--- src/tcs_pkg.sv ---
package tcs_pkg;

    localparam int TERM_COLS = 79;
    localparam int TERM_ROWS = 24;
    localparam int NUM_CELLS = TERM_COLS * TERM_ROWS;
    localparam int ADDR_W    = $clog2(NUM_CELLS);
    localparam int ROW_W     = 5;
    localparam int COL_W     = 7;
    localparam int KIND_W    = 2;
    localparam int CELL_W    = 16;

    localparam logic [7:0] BLANK_CHAR    = 8'h20;
    localparam logic [7:0] ATTR_AT_RESET = 8'h07;
    localparam logic [7:0] CODE_CR       = 8'd13;
    localparam logic [7:0] CODE_LF       = 8'd10;
    localparam logic [7:0] CODE_BS       = 8'd8;
    localparam logic [7:0] CODE_PRINT    = 8'h20;

    localparam logic [KIND_W-1:0] KIND_PUT   = 2'd0;
    localparam logic [KIND_W-1:0] KIND_READ  = 2'd1;
    localparam logic [KIND_W-1:0] KIND_CLEAR = 2'd2;

    typedef enum logic [2:0] {
        ST_INIT,
        ST_IDLE,
        ST_EXEC,
        ST_BLANK,
        ST_PUT,
        ST_READ,
        ST_CLEAR,
        ST_DONE
    } state_t;

    typedef struct packed {
        logic              we;
        logic              re;
        logic [ADDR_W-1:0] addr;
        logic [CELL_W-1:0] wdata;
    } ram_req_t;

    // first field in the highest bits
    typedef struct packed {
        logic [COL_W-1:0]  read_col;
        logic [ROW_W-1:0]  read_row;
        logic [7:0]        char_code;
        logic [KIND_W-1:0] kind;
    } item_t;

    typedef struct packed {
        logic [7:0]       cell_attr;
        logic [7:0]       cell_char;
        logic [COL_W-1:0] cursor_col;
        logic [ROW_W-1:0] cursor_row;
    } result_t;

    // logical row to stored row, with top as the stored index of logical row 0
    function automatic logic [ROW_W-1:0] phys_row(input logic [ROW_W-1:0] row,
                                                  input logic [ROW_W-1:0] top);
        logic [ROW_W:0] sum;
        sum = {1'b0, row} + {1'b0, top};
        if (sum >= (ROW_W+1)'(TERM_ROWS))
            sum = sum - (ROW_W+1)'(TERM_ROWS);
        return sum[ROW_W-1:0];
    endfunction

    function automatic logic [ADDR_W-1:0] cell_addr(input logic [ROW_W-1:0] prow,
                                                    input logic [COL_W-1:0] col);
        return ADDR_W'(prow) * ADDR_W'(TERM_COLS) + ADDR_W'(col);
    endfunction

endpackage

--- src/tcs_ctrl.sv ---
module tcs_ctrl (
    input  logic                         clk,
    input  logic                         rst_n,
    input  logic                         in_valid,
    output logic                         in_ready,
    input  tcs_pkg::item_t               in_item,
    output logic                         res_valid,
    input  logic                         res_ready,
    output tcs_pkg::result_t             res,
    input  logic [7:0]                   fill_attr,
    output tcs_pkg::ram_req_t            ram_req,
    input  logic [tcs_pkg::CELL_W-1:0]   ram_rdata
);
    import tcs_pkg::*;

    state_t            state_reg,    state_next;
    logic [ROW_W-1:0]  row_reg,      row_next;
    logic [COL_W-1:0]  col_reg,      col_next;
    logic [ROW_W-1:0]  top_reg,      top_next;
    logic [ADDR_W-1:0] addr_reg,     addr_next;
    logic [COL_W-1:0]  cnt_reg,      cnt_next;
    logic              pend_reg,     pend_next;
    item_t             item_reg,     item_next;
    logic [CELL_W-1:0] cell_reg,     cell_next;

    logic              rd_in_range;
    logic              at_bottom;

    assign rd_in_range = (item_reg.read_row < ROW_W'(TERM_ROWS))
                      && (item_reg.read_col < COL_W'(TERM_COLS));
    assign at_bottom   = (row_reg == ROW_W'(TERM_ROWS - 1));

    always_ff @(posedge clk or negedge rst_n)
    begin
        if (!rst_n)
        begin
            state_reg <= ST_INIT;
            row_reg   <= '0;
            col_reg   <= '0;
            top_reg   <= '0;
            addr_reg  <= '0;
            cnt_reg   <= '0;
            pend_reg  <= 1'b0;
            item_reg  <= '0;
            cell_reg  <= '0;
        end
        else
        begin
            state_reg <= state_next;
            row_reg   <= row_next;
            col_reg   <= col_next;
            top_reg   <= top_next;
            addr_reg  <= addr_next;
            cnt_reg   <= cnt_next;
            pend_reg  <= pend_next;
            item_reg  <= item_next;
            cell_reg  <= cell_next;
        end
    end

    always_comb
    begin
        state_next = state_reg;
        row_next   = row_reg;
        col_next   = col_reg;
        top_next   = top_reg;
        addr_next  = addr_reg;
        cnt_next   = cnt_reg;
        pend_next  = pend_reg;
        item_next  = item_reg;
        cell_next  = cell_reg;
        in_ready   = 1'b0;
        res_valid  = 1'b0;
        ram_req    = '0;

        case (state_reg)
            ST_INIT:
            begin
                ram_req.we    = 1'b1;
                ram_req.addr  = addr_reg;
                ram_req.wdata = {ATTR_AT_RESET, BLANK_CHAR};
                addr_next     = addr_reg + 1'b1;
                if (addr_reg == ADDR_W'(NUM_CELLS - 1))
                begin
                    addr_next  = '0;
                    state_next = ST_IDLE;
                end
            end

            ST_IDLE:
            begin
                in_ready = 1'b1;
                if (in_valid)
                begin
                    item_next  = in_item;
                    cell_next  = '0;
                    state_next = ST_EXEC;
                end
            end

            ST_EXEC:
            begin
                state_next = ST_DONE;
                case (item_reg.kind)
                    KIND_PUT:
                    begin
                        if (item_reg.char_code == CODE_CR)
                            col_next = '0;
                        else if (item_reg.char_code == CODE_LF
                              || (item_reg.char_code >= CODE_PRINT
                                  && col_reg >= COL_W'(TERM_COLS)))
                        begin
                            pend_next = (item_reg.char_code != CODE_LF);
                            col_next  = '0;
                            if (at_bottom)
                            begin
                                // scroll: old top row becomes the new bottom row
                                addr_next  = cell_addr(top_reg, '0);
                                cnt_next   = '0;
                                top_next   = (top_reg == ROW_W'(TERM_ROWS - 1))
                                           ? '0 : top_reg + 1'b1;
                                state_next = ST_BLANK;
                            end
                            else
                            begin
                                row_next   = row_reg + 1'b1;
                                state_next = (item_reg.char_code != CODE_LF)
                                           ? ST_PUT : ST_DONE;
                            end
                        end
                        else if (item_reg.char_code == CODE_BS)
                        begin
                            if (col_reg != '0)
                                col_next = col_reg - 1'b1;
                            else if (row_reg != '0)
                            begin
                                row_next = row_reg - 1'b1;
                                col_next = COL_W'(TERM_COLS - 1);
                            end
                            state_next = ST_PUT;
                        end
                        else if (item_reg.char_code >= CODE_PRINT)
                            state_next = ST_PUT;
                    end

                    KIND_READ:
                    begin
                        if (rd_in_range)
                        begin
                            ram_req.re   = 1'b1;
                            ram_req.addr = cell_addr(phys_row(item_reg.read_row, top_reg),
                                                     item_reg.read_col);
                            state_next   = ST_READ;
                        end
                    end

                    KIND_CLEAR:
                    begin
                        row_next   = '0;
                        col_next   = '0;
                        top_next   = '0;
                        addr_next  = '0;
                        state_next = ST_CLEAR;
                    end

                    default:
                    begin
                        state_next = ST_DONE;
                    end
                endcase
            end

            ST_BLANK:
            begin
                ram_req.we    = 1'b1;
                ram_req.addr  = addr_reg;
                ram_req.wdata = {fill_attr, BLANK_CHAR};
                addr_next     = addr_reg + 1'b1;
                cnt_next      = cnt_reg + 1'b1;
                if (cnt_reg == COL_W'(TERM_COLS - 1))
                    state_next = pend_reg ? ST_PUT : ST_DONE;
            end

            ST_PUT:
            begin
                ram_req.we   = 1'b1;
                ram_req.addr = cell_addr(phys_row(row_reg, top_reg), col_reg);
                if (item_reg.char_code == CODE_BS)
                    ram_req.wdata = {fill_attr, BLANK_CHAR};
                else
                begin
                    ram_req.wdata = {fill_attr, item_reg.char_code};
                    col_next      = col_reg + 1'b1;
                end
                state_next = ST_DONE;
            end

            ST_READ:
            begin
                cell_next  = ram_rdata;
                state_next = ST_DONE;
            end

            ST_CLEAR:
            begin
                ram_req.we    = 1'b1;
                ram_req.addr  = addr_reg;
                ram_req.wdata = {fill_attr, BLANK_CHAR};
                addr_next     = addr_reg + 1'b1;
                if (addr_reg == ADDR_W'(NUM_CELLS - 1))
                begin
                    addr_next  = '0;
                    state_next = ST_DONE;
                end
            end

            ST_DONE:
            begin
                res_valid = 1'b1;
                if (res_ready)
                    state_next = ST_IDLE;
            end

            default:
            begin
                state_next = ST_IDLE;
            end
        endcase
    end

    assign res.cursor_row = row_reg;
    assign res.cursor_col = col_reg;
    assign res.cell_char  = cell_reg[7:0];
    assign res.cell_attr  = cell_reg[15:8];

endmodule

--- config.mk ---
export PLATFORM = sky130hd
export DESIGN_NAME = tcs_ctrl
export DESIGN_NICKNAME = d
export VERILOG_FILES = /design/src/tcs_pkg.sv /design/src/tcs_ctrl.sv
export SDC_FILE = /design/constraint.sdc
export NUM_CORES = 1
export LEC_CHECK = 0
export BUFFER_PORTS_ARGS = -buffer_cell sky130_fd_sc_hd__buf_2
export CORE_MARGIN = 3
export CORE_UTILIZATION = 33
export CTS_BUF_LIST = sky130_fd_sc_hd__clkbuf_4 sky130_fd_sc_hd__clkbuf_8
export DETAILED_ROUTE_END_ITERATION = 10
export PLACE_DENSITY = 0.61
export SLEW_MARGIN = 10
export SYNTH_ARGS = -nofsm -noshare
export SYNTH_HDL_FRONTEND = slang
export SYNTH_SLANG_ARGS = --single-unit
--- constraint.sdc ---
create_clock -name clk -period 9.2 [get_ports clk]
set_input_delay 1.38 -clock clk [delete_from_list [all_inputs] [get_ports clk]]
set_output_delay 1.38 -clock clk [all_outputs]
set_load 0.005 [all_outputs]
==> Yosys cells after proc, flatten, opt, wreduce, memory -nomap -nowiden <==
Cells that the tools add are included.
{ "word_totals": {"ff_bits": 77, "latchBits": 0, "ramBits": 0, "romBits": 0, "inputBits": 50, "out_inout_bits": 59, "wordCells": 164, "memories": 0} }
{ "op_classes": {"add_sub_neg": 13, "multipliers": 3, "n_div": 0, "order_cmp": 6, "eq_ne": 40, "shifts": 0, "mux": 63, "bitwise": 1, "n_reduce_logical": 26} }
{ "op_table": {"columns": ["operator", "count"], "rows": [
  ["5-bit 2-to-1 mux", 16],
  ["7-bit 2-to-1 mux", 10],
  ["11-bit one-hot mux with 3 select lines", 2],
  ["16-bit one-hot mux with 3 select lines", 1],
  ["11-bit 2-to-1 mux", 4],
  ["7-bit one-hot mux with 2 select lines", 3],
  ["5-bit by 7-bit multiplier with 11-bit output, second input constant", 3],
  ["16-bit one-hot mux with 2 select lines", 1],
  ["5-bit AND reduction", 5],
  ["8-bit by 4-bit == test with 1-bit output, second input constant", 3],
  ["12-bit 2-to-1 mux", 2],
  ["3-bit 2-to-1 mux", 8],
  ["2-bit != test, second input constant", 12],
  ["11-bit by 7-bit adder with 11-bit output", 2],
  ["11-bit one-hot mux with 2 select lines", 1],
  ["3-bit != test, second input constant", 7],
  ["3-bit one-hot mux with 7 select lines", 1],
  ["5-bit one-hot mux with 2 select lines", 2],
  ["16-bit 2-to-1 mux", 1],
  ["7-bit by 1-bit adder with 7-bit output, second input constant", 2],
  ["5-bit by 5-bit adder with 6-bit output", 2],
  ["3-bit == test, second input constant", 4],
  ["6-bit by 5-bit greater-or-equal comparator with 1-bit output, second input constant", 2],
  ["11-bit by 1-bit adder with 11-bit output, second input constant", 1],
  ["39 further kinds", 57]
]} }

==> Logic depth before layout (Yosys ltp) <==
{ "logic_depth": {"word_depth": 11, "mapped_depth": 24, "ltp_nobuf": 24} }

==> Least setup slack after synthesis <==
Ideal clock, no wire load.
{ "synth_path": {"kind": "register to output", "start": "register top_reg[0]", "end": "output port ram_req[26] (netlist bit)", "arrival_time_ns": 5.455, "required_time_ns": 7.820, "setup_slack_ns": 2.365, "path_stages_with_launch": 22, "path_buffers": 0, "cell_sequence": "dfrtp_1 -> ha_1 -> fa_1 -> a21o_1 -> a21oi_1 -> xor2_1 -> o21ai_0 -> ha_1 -> inv_1 -> ha_1 -> inv_1 -> fa_1 -> fa_1 -> inv_1 -> ha_1 -> a211oi_1 -> nor2_1 -> o31a_1 -> a311o_1 -> a21oi_1 -> xnor2_1 -> a221o_1"} }
{ "synth_lines": {"columns": ["item", "line", "source"], "rows": [
  ["start, declared", "tcs_ctrl.sv:19", "logic [ROW_W-1:0] top_reg, top_next;"],
  ["start signal, assigned", "tcs_ctrl.sv:52", "top_reg <= top_next;"],
  ["end, declared", "tcs_ctrl.sv:11", "output tcs_pkg::ram_req_t ram_req,"]
]} }

==> Implementation_results.wiki <==
{| class="wikitable"
! Metric !! Value
|-
| Async set-or-reset flop fraction in the synthesized netlist || 1.000
|-
| Total number of vias || 6185
|-
| Number of flops mapped to enable cells by yosys || 0
|-
| Die X || about 150 µm
|-
| Flip-flop count of the largest register after layout || 22
|-
| Post-route minimum period || 7746 ps
|-
| Final nets || 1080
|-
| Post-synthesis sequential area ratio || 0.2672
|-
| Avg Inst Size Synth || 8.793 µm²
|-
| Worst path slowest cell || sky130_fd_sc_hd__fa_1
|-
| TritonCTS buffer count || 9
|-
| Initial core utilization || 0.3398
|-
| Routability-driven placement congestion ratio || 0.8590
|-
| Biggest area consumer among synthesized cells || sky130_fd_sc_hd__dfrtp_1
|-
| First-pass GRT wire length || 31.51 mm
|-
| Final period utilization || 0.8419
|-
| Library cell with the highest instance count after synthesis || sky130_fd_sc_hd__ha_1
|-
| Iteration-0 DRC Markers || 425
|-
| Most common library cells after synthesis || sky130_fd_sc_hd__ha_1, sky130_fd_sc_hd__inv_1, sky130_fd_sc_hd__dfrtp_1
|-
| Data arrival time of the worst path || between 6000 and 7000 ps
|-
| Synth area leaders || sky130_fd_sc_hd__dfrtp_1, sky130_fd_sc_hd__ha_1, sky130_fd_sc_hd__fa_1
|-
| Clock skew || 13.48 ps
|-
| Maximum fanout along the worst path || 10
|-
| Rows || 53
|-
| Number of warnings reported in the yosys synthesis log || 0
|-
| Highest cell delay on the worst timing path || 540 ps
|-
| Total routing usage reported by global routing || 0.1629
|-
| Final count of pins violating max slew || 0
|-
| Cell Area, Synth || 7211 µm²
|-
| Post_cts resized || 0
|-
| Number of post-CTS setup repair buffers || 0
|-
| Hold Buf Count CTS || 0
|-
| CP Class || reg2out
|-
| Data required, critical path || 7820 ps
|-
| CP endpoint kind || output port
|-
| Clock tree buffer depth || 2
|-
| CTS tree || done
|-
| FF-to-FF Start || top_reg[3]
|-
| Detail Placement HPWL || 15.07 mm
|-
| Maximum frequency from static timing analysis || 129.1 MHz
|-
| Final sum of negative setup slack || 0 ps
|-
| Setup crit start kind || flip-flop
|-
| Antenna violations before repair || 0
|-
| Setup repair after global routing missed its margin || no
|-
| First-pass iteration count of the detailed router || 5
|-
| Final setup violation count || 0
|-
| Antenna-violating nets left || 0
|-
| Worst hold path type || reg2reg
|-
| # Max-Cap Violations || 0
|-
| Worst setup path startpoint || top_reg[0]
|-
| Placeable core area || approximately 21000 µm²
|-
| Pin count of the biggest net entering global routing || slightly below 80
|-
| Relative slew slack || 0.3324
|-
| Number of port buffers || 108
|-
| Die Footprint || 23660 µm²
|-
| Actual slew at the worst max-slew pin || 1001 ps
|-
| Number of hold-slack violations in the final timing report || 0
|-
| Gate Count Post-Synth || 820
|-
| Most frequent cell on the critical path || sky130_fd_sc_hd__ha_1
|-
| Syn-to-layout area delta || 13.29%
|-
| Detailed Route WL || 19.34 mm
|-
| Yosys cell types || 67
|-
| Per-cell via count in the routed design || 5.197
|-
| Remaining design rule violation count || 0
|-
| Share of Yosys cell area claimed by the top area cell type || 0.2672
|-
| Hold path start || cnt_reg[6]
|-
| Diodes inserted || 0
|-
| Worst-path clk slew || 90 ps
|-
| Ratio of cells with drive above 1 in the final layout || 0.1727
|-
| Die extent in y || 153.8 µm
|-
| Status || finished, final reports clean
|-
| IO Pins || 109
|-
| Source-to-sink clock delay at the later pin of the worst-skew pair || 370 ps
|-
| Main synth FF type || sky130_fd_sc_hd__dfrtp_1
|-
| Synthesis-stage register bit count || 77
|-
| Routed WL per cell || roughly 16 µm
|-
| Grt total ovfl || 0
|-
| H-tree depth || 3
|-
| # clock sinks || 77
|-
| Synthesized net count || 989
|-
| Clock Tree Root || sky130_fd_sc_hd__clkbuf_8
|-
| Cell breakdown of the critical path || ha_1 > fa_1 > a21o_1 > a21oi_1 > xor2_1 > o21ai_0 > ha_1 > inv_1 > ha_1 > inv_1 > fa_1 > fa_1 > inv_1 > ha_1 > a211oi_1 > nor2_1 > o31a_1 > a311o_1 > a21oi_1 > xnor2_1 > a221o_1 > buf_2
|-
| Via count of the first global-routing pass || 6000
|}
worst max-delay path, delay by kind of cell (launching register included):
| family | cells | cell delay (ps) |
|---|---|---|
| adders and majority gates | 7 | 2720 |
| AOI/OAI and AO/OA | 8 | 1940 |
| DFF | 1 | 520 |
| xor gates and xnor gates | 2 | 370 |
| buffers and inverters | 4 | 320 |
| and+or+nand+nor | 1 | 110 |
routing by layer:
metal  track usage  vias up  share of wire
li1              -     3062              -
met2        0.2732      143           0.48
met4       0.05551        0          0.025
met5             0        -              0
met3       0.01998       28          0.043
met1        0.2183     2952           0.45
cells in the final DEF (no fill, tap or decap), drive strengths merged, types with 9 or more instances in the layout:
cell type  count
nand2         76
fa            30
a21o          11
dfrtp         77
nor2b         12
mux2          19
nand3         12
and3          10
xor2          16
clkbuf         9
xnor2         18
ha            89
nor2          51
and2          18
a21oi         40
o21ai         73
buf          111
nor3          19
inv           86
path summary, 6_finish.rpt:
kind	endpoint	slack, ps	cells past startpoint
min in group asynchronous	item_reg[18]	1180	1
max reg2reg	addr_reg[10]	5330	15
max	ram_req[26]	1450	22
min reg2reg	cnt_reg[6]	520	1
max in group asynchronous	row_reg[0]	7390	1
min	cnt_reg[6]	520	1
through the flow:
stage / utilization / std cells / cell area [µm²] / setup slack, ps / hold slack, ps
5_1_grt: 0.3850 / 1190 / 8169 / 1001 / 549.6
3_5_place_dp: 0.3772 / 1175 / 8005 / 1844 / 519.4
6_report: 0.3850 / 1190 / 8169 / 1454 / 522.0
4_1_cts: 0.3850 / 1190 / 8169 / 1418 / 530.8
2_1_floorplan: - / 820 / 7211 / 2365 / 472.6
3_3_place_gp: 0.3772 / 1175 / 8005 / 1953 / 508.4
cell families (layout without fill, tap and decap cells):
logic type,count (synthesis),count (layout),synth area share
buffers and inverters,116,211,0.06091
and+or+nand+nor,240,240,0.1641
DFF,77,77,0.2672
muxes,21,21,0.03245
adders and majority gates,119,119,0.2377
AOI/OAI and AO/OA,213,213,0.1963
xor gates and xnor gates,34,34,0.04130
layout make-up:
| class | count | area, µm² |
|---|---|---|
| timing repair buffer | 111 | 565.5 |
| clock inverter | 6 | 40.04 |
| fill | 2182 | 13050 |
| sequential | 77 | 1927 |
| inverter | 85 | 319.1 |
| tap | 275 | 344.1 |
| clock buffer | 9 | 123.9 |
| multi-input combinational | 627 | 4850 |
Power is not shown: default switching activity piles up to over one toggle a cycle in this logic, so the estimate is an artifact.
